$ cat config.mk
export PLATFORM = sky130hd
export DESIGN_NAME = audio_peak_level_meter_top
export DESIGN_NICKNAME = d
export VERILOG_FILES = /design/src/design/apm_pkg.sv /design/src/design/apm_ram.sv /design/src/design/audio_peak_level_meter_top.sv
export SDC_FILE = /design/constraint.sdc
export NUM_CORES = 2
export LEC_CHECK = 0
export BUFFER_PORTS_ARGS = -buffer_cell sky130_fd_sc_hd__buf_2
export CAP_MARGIN = 10
export CORE_MARGIN = 1
export CORE_UTILIZATION = 45
export DETAILED_ROUTE_END_ITERATION = 7
export RECOVER_POWER = 25
export SYNTH_ARGS = -nofsm -noshare
export SYNTH_HDL_FRONTEND = slang
export SYNTH_SLANG_ARGS = --single-unit
$ cat constraint.sdc
create_clock -name clk -period 8.11 [get_ports clk]
set_input_delay 0.811 -clock clk [delete_from_list [all_inputs] [get_ports clk]]
set_output_delay 0.811 -clock clk [all_outputs]
set_load 0.005 [all_outputs]
$ cat src/design/apm_pkg.sv
// ----------------------------------------------------------------------------
// apm_pkg
// Shared constants and types for the audio peak level meter.
// ----------------------------------------------------------------------------
package apm_pkg;

	// level history
	localparam int HIST_DEPTH = 40;
	localparam int HIST_AW    = $clog2(HIST_DEPTH);
	localparam int LEVEL_W    = 7;

	// volume register
	localparam int          VOLUME_W     = 7;
	localparam logic [6:0]  VOLUME_RESET = 7'd50;

	// sample scaling: magnitude / 50 as multiply by reciprocal and shift
	localparam int          RAW_MAG_W   = 22;
	localparam int          SCALE_RCP_W = 24;
	localparam logic [23:0] SCALE_RCP   = 24'd10737419;
	localparam int          SCALE_SHIFT = 29;
	localparam int          SCALE_PROD_W = RAW_MAG_W + SCALE_RCP_W;

	// clamped magnitude
	localparam int          MAG_W     = 15;
	localparam logic [14:0] CLAMP_MAX = 15'd30000;

	// peak / 350 as multiply by reciprocal and shift
	localparam int          LEVEL_RCP_W  = 14;
	localparam logic [13:0] LEVEL_RCP    = 14'd11984;
	localparam int          LEVEL_SHIFT  = 22;
	localparam int          LEVEL_PROD_W = MAG_W + LEVEL_RCP_W;

	// bar sequencer
	typedef enum logic [1:0] {
		ST_RUN,
		ST_PUSH,
		ST_READ,
		ST_LOAD
	} apm_state_t;

endpackage

$ cat src/design/apm_ram.sv
// ----------------------------------------------------------------------------
// apm_ram
// Generic single write port, single read port RAM with registered read.
// ----------------------------------------------------------------------------
module apm_ram #(
	parameter int WIDTH = 8,
	parameter int DEPTH = 16
) (
	input  logic                     clk,
	input  logic                     wr_en,
	input  logic [$clog2(DEPTH)-1:0] wr_addr,
	input  logic [WIDTH-1:0]         wr_data,
	input  logic                     rd_en,
	input  logic [$clog2(DEPTH)-1:0] rd_addr,
	output logic [WIDTH-1:0]         rd_data
);

	logic [WIDTH-1:0] mem_q [DEPTH];

	// write port
	always_ff @(posedge clk) begin
		if (wr_en) begin
			mem_q[wr_addr] <= wr_data;
		end
	end

	// registered read, holds while not enabled
	always_ff @(posedge clk) begin
		if (rd_en) begin
			rd_data <= mem_q[rd_addr];
		end
	end

endmodule

$ cat src/design/audio_peak_level_meter_top.sv
// ----------------------------------------------------------------------------
// audio_peak_level_meter_top
// Peak level meter: scales samples by volume/50, tracks the block peak and
// on each block end pushes peak/350 into a 40-entry history, then streams
// all bars newest first.
// ----------------------------------------------------------------------------
//
// channel    | direction | tdata                          | tlast      | tuser
// -----------+-----------+--------------------------------+------------+------
// s_axis     | in        | [15:0] sample                  | block_end  | -
// m_axis     | out       | [5:0] bar_index [12:6] height  | last_bar   | -
// volume_wr  | in        | [6:0] volume                   | -          | -
//
// Samples are taken one per cycle while the input is open, through a three stage scaling pipeline.
// A sample with block_end closes the input until its burst is sequenced:
// it passes the pipeline and its level is pushed, then each of the 40 bars
// is read from the RAM and then loaded into the output register.
// The history RAM port is the limit on the bar rate. Output stalls hold the
// sequencer on the current bar. Reset clears the peak, the head and the
// per-entry valid bits, so the history reads as zeros with no clearing pass.
module audio_peak_level_meter_top
	import apm_pkg::*;
(
	input  logic        clk,
	input  logic        arst_n,
	// configuration
	input  logic        volume_wr_en,
	input  logic [6:0]  volume_wr_data,
	// sample input
	input  logic        s_axis_tvalid,
	output logic        s_axis_tready,
	input  logic [15:0] s_axis_tdata,  // [15:0] sample
	input  logic        s_axis_tlast,  // block_end
	// bar output
	output logic        m_axis_tvalid,
	input  logic        m_axis_tready,
	output logic [15:0] m_axis_tdata,  // [5:0] bar_index, [12:6] bar_height, [15:13] zero
	output logic        m_axis_tlast   // last_bar
);

	apm_state_t state_q, state_d;

	logic [VOLUME_W-1:0]     volume_q;
	logic                    end_pend_q;
	logic                    s_accept;

	// pipeline
	logic                    vld_s1, end_s1;
	logic signed [23:0]      prod_s1;
	logic                    vld_s2, end_s2;
	logic [SCALE_PROD_W-1:0] rcp_s2;
	logic                    vld_s3, end_s3;
	logic [MAG_W-1:0]        mag_s3;

	logic [RAW_MAG_W-1:0]    raw_mag;
	logic [16:0]             quot;
	logic [MAG_W-1:0]        mag_clamped;

	// peak and level
	logic [MAG_W-1:0]        peak_q;
	logic [MAG_W-1:0]        peak_max;
	logic [LEVEL_PROD_W-1:0] lvl_prod_q;
	logic [LEVEL_W-1:0]      level;

	// history
	logic [HIST_AW-1:0]      head_q;
	logic [HIST_AW-1:0]      head_next;
	logic [HIST_DEPTH-1:0]   hist_vld_q;
	logic [HIST_AW-1:0]      slot_q;
	logic [HIST_AW-1:0]      bar_cnt_q;
	logic                    rd_vld_q;
	logic [LEVEL_W-1:0]      ram_rd_data;
	logic [LEVEL_W-1:0]      bar_level;
	logic [LEVEL_W-1:0]      bar_height;
	logic                    bar_last;

	// sequencer controls
	logic                    burst_start;
	logic                    ram_wr_en;
	logic                    ram_rd_en;
	logic                    out_free;
	logic                    out_load;

	// output register
	logic                    out_vld_q;
	logic [HIST_AW-1:0]      out_idx_q;
	logic [LEVEL_W-1:0]      out_hgt_q;
	logic                    out_last_q;

	// volume register
	always_ff @(posedge clk or negedge arst_n) begin
		if (!arst_n) begin
			volume_q <= VOLUME_RESET;
		end else if (volume_wr_en) begin
			volume_q <= volume_wr_data;
		end
	end

	// input handshake
	assign s_axis_tready = (state_q == ST_RUN) && !end_pend_q;
	assign s_accept      = s_axis_tvalid && s_axis_tready;

	// stage 1: sample times volume
	always_ff @(posedge clk or negedge arst_n) begin
		if (!arst_n) begin
			vld_s1 <= 1'b0;
		end else begin
			vld_s1 <= s_accept;
		end
	end

	always_ff @(posedge clk) begin
		if (s_accept) begin
			end_s1  <= s_axis_tlast;
			prod_s1 <= 24'(signed'(s_axis_tdata) * signed'({1'b0, volume_q}));
		end
	end

	// stage 2: magnitude times reciprocal of 50
	assign raw_mag = prod_s1[23] ? RAW_MAG_W'(-prod_s1) : RAW_MAG_W'(prod_s1);

	always_ff @(posedge clk or negedge arst_n) begin
		if (!arst_n) begin
			vld_s2 <= 1'b0;
		end else begin
			vld_s2 <= vld_s1;
		end
	end

	always_ff @(posedge clk) begin
		if (vld_s1) begin
			end_s2 <= end_s1;
			rcp_s2 <= SCALE_PROD_W'(raw_mag * SCALE_RCP);
		end
	end

	// stage 3: quotient and clamp
	assign quot        = rcp_s2[SCALE_SHIFT +: 17];
	assign mag_clamped = (quot > 17'(CLAMP_MAX)) ? CLAMP_MAX : MAG_W'(quot);

	always_ff @(posedge clk or negedge arst_n) begin
		if (!arst_n) begin
			vld_s3 <= 1'b0;
		end else begin
			vld_s3 <= vld_s2;
		end
	end

	always_ff @(posedge clk) begin
		if (vld_s2) begin
			end_s3 <= end_s2;
			mag_s3 <= mag_clamped;
		end
	end

	// running peak, cleared once the block end has taken it
	assign peak_max    = (mag_s3 > peak_q) ? mag_s3 : peak_q;
	assign burst_start = vld_s3 && end_s3;

	always_ff @(posedge clk or negedge arst_n) begin
		if (!arst_n) begin
			peak_q <= '0;
		end else if (vld_s3) begin
			peak_q <= end_s3 ? '0 : peak_max;
		end
	end

	// peak divided by 350 via reciprocal
	always_ff @(posedge clk) begin
		if (burst_start) begin
			lvl_prod_q <= LEVEL_PROD_W'(peak_max * LEVEL_RCP);
		end
	end

	assign level     = lvl_prod_q[LEVEL_SHIFT +: LEVEL_W];
	assign head_next = (head_q == '0) ? HIST_AW'(HIST_DEPTH - 1) : head_q - 1'b1;

	// sequencer next state
	always_comb begin
		state_d = state_q;
		case (state_q)
			ST_RUN: begin
				if (burst_start) begin
					state_d = ST_PUSH;
				end
			end
			ST_PUSH: begin
				state_d = ST_READ;
			end
			ST_READ: begin
				state_d = ST_LOAD;
			end
			ST_LOAD: begin
				if (out_free) begin
					state_d = bar_last ? ST_RUN : ST_READ;
				end
			end
			default: begin
				state_d = ST_RUN;
			end
		endcase
	end

	// sequencer outputs
	always_comb begin
		ram_wr_en = 1'b0;
		ram_rd_en = 1'b0;
		out_load  = 1'b0;
		case (state_q)
			ST_PUSH: ram_wr_en = 1'b1;
			ST_READ: ram_rd_en = 1'b1;
			ST_LOAD: out_load  = out_free;
			default: begin
				ram_wr_en = 1'b0;
			end
		endcase
	end

	// sequencer registers
	always_ff @(posedge clk or negedge arst_n) begin
		if (!arst_n) begin
			state_q    <= ST_RUN;
			end_pend_q <= 1'b0;
			head_q     <= '0;
			hist_vld_q <= '0;
			slot_q     <= '0;
			bar_cnt_q  <= '0;
			rd_vld_q   <= 1'b0;
		end else begin
			state_q <= state_d;
			if (s_accept && s_axis_tlast) begin
				end_pend_q <= 1'b1;
			end else if (out_load && bar_last) begin
				end_pend_q <= 1'b0;
			end
			if (ram_wr_en) begin
				head_q                <= head_next;
				hist_vld_q[head_next] <= 1'b1;
				slot_q                <= head_next;
				bar_cnt_q             <= '0;
			end
			if (ram_rd_en) begin
				rd_vld_q <= hist_vld_q[slot_q];
			end
			if (out_load) begin
				bar_cnt_q <= bar_cnt_q + 1'b1;
				slot_q    <= (slot_q == HIST_AW'(HIST_DEPTH - 1)) ? '0 : slot_q + 1'b1;
			end
		end
	end

	// level history memory
	apm_ram #(
		.WIDTH (LEVEL_W),
		.DEPTH (HIST_DEPTH)
	) u_hist_ram (
		.clk     (clk),
		.wr_en   (ram_wr_en),
		.wr_addr (head_next),
		.wr_data (level),
		.rd_en   (ram_rd_en),
		.rd_addr (slot_q),
		.rd_data (ram_rd_data)
	);

	// bar height, doubled for mid levels
	assign bar_level  = rd_vld_q ? ram_rd_data : '0;
	assign bar_height = (bar_level inside {[7'd6:7'd10]}) ? LEVEL_W'(bar_level << 1) : bar_level;
	assign bar_last   = (bar_cnt_q == HIST_AW'(HIST_DEPTH - 1));

	// output register
	assign out_free = !out_vld_q || m_axis_tready;

	always_ff @(posedge clk or negedge arst_n) begin
		if (!arst_n) begin
			out_vld_q <= 1'b0;
		end else if (out_load) begin
			out_vld_q <= 1'b1;
		end else if (m_axis_tready) begin
			out_vld_q <= 1'b0;
		end
	end

	always_ff @(posedge clk) begin
		if (out_load) begin
			out_idx_q  <= bar_cnt_q;
			out_hgt_q  <= bar_height;
			out_last_q <= bar_last;
		end
	end

	assign m_axis_tvalid = out_vld_q;
	assign m_axis_tdata  = {3'b000, out_hgt_q, out_idx_q};
	assign m_axis_tlast  = out_last_q;

	// checks
	a_ready_only_in_run: assert property (@(posedge clk) disable iff (!arst_n)
		(state_q != ST_RUN) |-> !s_axis_tready)
		else $error("input ready outside run state");

	a_last_bar_index: assert property (@(posedge clk) disable iff (!arst_n)
		(m_axis_tvalid && m_axis_tlast) |-> (m_axis_tdata[5:0] == 6'(HIST_DEPTH - 1)))
		else $error("last bar not at final history position");

	a_push_moves_head: assert property (@(posedge clk) disable iff (!arst_n)
		(state_q == ST_PUSH) |=> (head_q != $past(head_q)) || (HIST_DEPTH == 1))
		else $error("push did not move the history head");

	a_burst_ends_in_run: assert property (@(posedge clk) disable iff (!arst_n)
		(out_load && bar_last) |=> (state_q == ST_RUN) && !end_pend_q)
		else $error("sequencer did not return to run after last bar");

endmodule
==> results.sh <==
export IMPL_num_antenna_cells=0
export IMPL_place_gp_congestion=0.937
export IMPL_placed_cells=3742
export IMPL_worst_ep_required_time_ns=8.45
export IMPL_cap_violations=7
export IMPL_syn_area_per_cell_sq_um=12.8
export IMPL_port_buffers=44
export IMPL_worst_pin_slew_ns=1.89
export IMPL_rrSetupSlack_ns=0.11
export IMPL_status="finished, violations left"
export IMPL_synth_compound_area_share_pct=5.13
export IMPL_grt_pass1_wl_um=121000
export IMPL_route_detailed_drc=0
export IMPL_ff_latch_area_sq_um=13200
export IMPL_synth_area_leaders="edfxtp_1, fa_1, ha_1"
export IMPL_layout_commonest_cell="inv_1"
export IMPL_rows=100
export IMPL_drive_gt1_share_pct=17.1
export IMPL_die_w_um=276
export IMPL_path_max_fanout=3
export IMPL_place_area_sq_um=36100
export IMPL_start_kind="flip-flop"
export IMPL_slew_violations=268
export IMPL_clkTransAtPathRegs_ns=0.06
export IMPL_relSlewSlack_pct=-25.8
export IMPL_numCtsBuffers=49
export IMPL_layout_common_cells="inv_1, edfxtp_1, ha_1"
export IMPL_finalWirelength_um=74100
export IMPL_synth_edff_count=366
export IMPL_synthXorXnorAreaFrac_pct=1.81
export IMPL_synth_ff_type="edfxtp_1"
export IMPL_clock_latency_ns=0.61
export IMPL_wl_met3_um=2350
export IMPL_worstHoldStart="end_s2$_DFFE_PP_"
export IMPL_track_usage_pct=20.2
export IMPL_clockBufferDepth=3
export IMPL_dp_hpwl_um=58200
export IMPL_rr_worst_depth=28
export IMPL_grt_pass1_vias=22300
export IMPL_drtPass1Iterations=7
export IMPL_die_h_um=276
export IMPL_hold_viol=0
export IMPL_cts_root_buf="clkbuf_16"
export IMPL_post_synth_top_area_fraction_pct=32.4
export IMPL_whs_endpoint="end_s3$_DFFE_PP_"
export IMPL_crit_path_end_kind="flip-flop"
export IMPL_reg2reg_to="rcp_s2[45]$_DFFE_PP_"
export IMPL_synth_top_area_cell="edfxtp_1"
export IMPL_post_route_period_util_pct=98.6
export IMPL_wl_met2_um=37400
export IMPL_synthMuxAreaShare_pct=7.34
export IMPL_fin_nets=3570
export IMPL_powerDensity_nw_per_um2=298
export IMPL_synth_fa_ha_area_share_pct=33.2
export IMPL_critPathSlowestCell="or4_4"
export IMPL_grt_start_max_net_pins=69
export IMPL_arrival_ns=8.34
export IMPL_async_flop_share_pct=19.4
export IMPL_htreeDepth=2
export IMPL_max_freq_mhz=125
export IMPL_ys_seq_area_share_pct=39.0
export IMPL_rsz0062_at_grt="true"
export IMPL_start_util_pct=45.5
export IMPL_fin_crit_ns=8.00
export IMPL_finalPower_mw=11.4
export IMPL_violations="capacitance limit, slew limit"
export IMPL_fin_util_pct=51.4
export IMPL_leakage_nw=17.1
export IMPL_slowest_delay_ns=0.58
export IMPL_dieArea_sq_um=76400
export IMPL_vias_per_cell=5.20
export IMPL_ys_ff_latch=454
export IMPL_num_io_pins=48
export IMPL_setup_viol=0
export IMPL_fillCellCount=6345
export IMPL_drt_iter0_drc=1009
export IMPL_whs_path_depth=0
export IMPL_coreArea_sq_um=74400
export IMPL_min_path_type="reg2reg"
export IMPL_cpMostUsedCell="fa_1"
export IMPL_final_cells=3848
export IMPL_synth_cells=2650
export IMPL_wl_per_cell_um=19.3
export IMPL_cts_tree="yes"
export IMPL_worstSetupPathType="reg2reg"
export IMPL_grt_ovfl_total=0
export IMPL_met1_length_um=32500
export IMPL_synth_simple_gate_area_share_pct=6.96
export IMPL_ir_drop_v=0.000541
export IMPL_postLayoutCellArea_sq_um=38300
export IMPL_syn_area_sq_um=33900
export IMPL_ys_types=74
export IMPL_vias=20000
export IMPL_synth_top_family_by_area="adder cells"
export IMPL_fin_skew_ns=0.0319
export IMPL_cts_sinks=454
export IMPL_top_layer="met4"
export IMPL_multiInputGateArea_sq_um=18900
export IMPL_reg2reg_from="prod_s1[9]$_DFFE_PP_"
export IMPL_syn2layout_area_growth_pct=13.0
export IMPL_antenna_found_initial=0
export IMPL_ys_warnings_count=0
export IMPL_ant_nets=0
-- timing repair --
action | in CTS | in global routing
setup endpoints to repair | 10 | 12
hold buffers | 0 | 0
pin swaps | 14 | 31
buffers inserted | 5 | 11
gates resized for setup | 13 | 67
-- cells in the mapped netlist, types with 37 or more instances --
cell	number
dfrtp_1	85
clkbuf_1	37
edfxtp_1	366
a21o_1	39
ha_1	375
and2_1	97
nor2_1	91
xnor2_1	47
mux4_2	96
inv_1	541
fa_1	327
o21ai_0	45
a21oi_1	56
nand2_1	87
or2_2	41
-- worst max-delay path: cells and delay by family (launching register included) --
kind                     cells  cell delay (ns)
AO/OA/AOI/OAI                6             1.16
XOR/XNOR                     3             0.44
adder cells (fa/ha/maj)      8             3.36
buffers and inverters        5             0.47
flip-flops                   1             0.39
AND/OR/NAND/NOR              6             1.93
-- layer usage --
layer  GRT usage [%]  up-vias
met5               0        -
met4            5.44        0
met3            2.19       90
met2            35.9      339
met1            26.1    10200
li1                -     9369
-- worst max-delay path by stage --
| stage | depth (start not counted) | start | to |
|---|---|---|---|
| global placement | 28 | prod_s1[9]$_DFFE_PP_ | rcp_s2[45]$_DFFE_PP_ |
| finish | 28 | prod_s1[9]$_DFFE_PP_ | rcp_s2[45]$_DFFE_PP_ |
| floorplan | 28 | prod_s1[0]$_DFFE_PP_ | rcp_s2[45]$_DFFE_PP_ |
| CTS | 28 | prod_s1[2]$_DFFE_PP_ | rcp_s2[45]$_DFFE_PP_ |
| global route | 27 | prod_s1[9]$_DFFE_PP_ | rcp_s2[45]$_DFFE_PP_ |
| detailed placement | 27 | prod_s1[9]$_DFFE_PP_ | rcp_s2[45]$_DFFE_PP_ |
-- power by group --
group	internal, mW	total (mW)	switching, mW
logic	2.86	6.17	3.31
clock network	1.27	2.22	0.950
registers	2.81	3.00	0.191
-- sequential cells by signal (all words and copies together) (netlist names), 2 cells and up --
signal              cells
peak_q                 15
slot_q                  6
state_q                 2
rcp_s2                 17
prod_s1                23
out_hgt_q               7
u_hist_ram.rd_data      7
mag_s3                 15
hist_vld_q             40
lvl_prod_q              7
out_idx_q               6
u_hist_ram.mem_q      280
head_q                  6
volume_q                7
bar_cnt_q               6
-- cells by family after synthesis --
kind of cell               after synthesis
DFF                                    454
AOI/OAI and AO/OA                      255
buffers and inverters                  593
and+or+nand+nor                        449
adders and majority gates              702
xor gates and xnor gates                70
muxes                                  126
other                                    1
-- final cells by class --
type | instances | area share, %
Clock buffer | 63 | 3.45
Clock inverter | 28 | 0.817
Inverter | 541 | 5.31
Multi-Input combinational cell | 1605 | 49.4
Sequential cell | 454 | 34.5
Tap cell | 969 | 3.17
Timing Repair Buffer | 188 | 3.38
-- stage by stage --
step                worst slack [ns]  hold slack [ns]  setup TNS (ns)
floorplan                    0.00954            0.400               0
CTS                           0.0169            0.120               0
global placement              -0.188            0.416          -0.853
global route                  -0.140            0.428          -0.433
finish                         0.111            0.444               0
detailed placement            -0.257            0.417           -1.32
No activity file was read; power rests on OpenSTA's default activity.
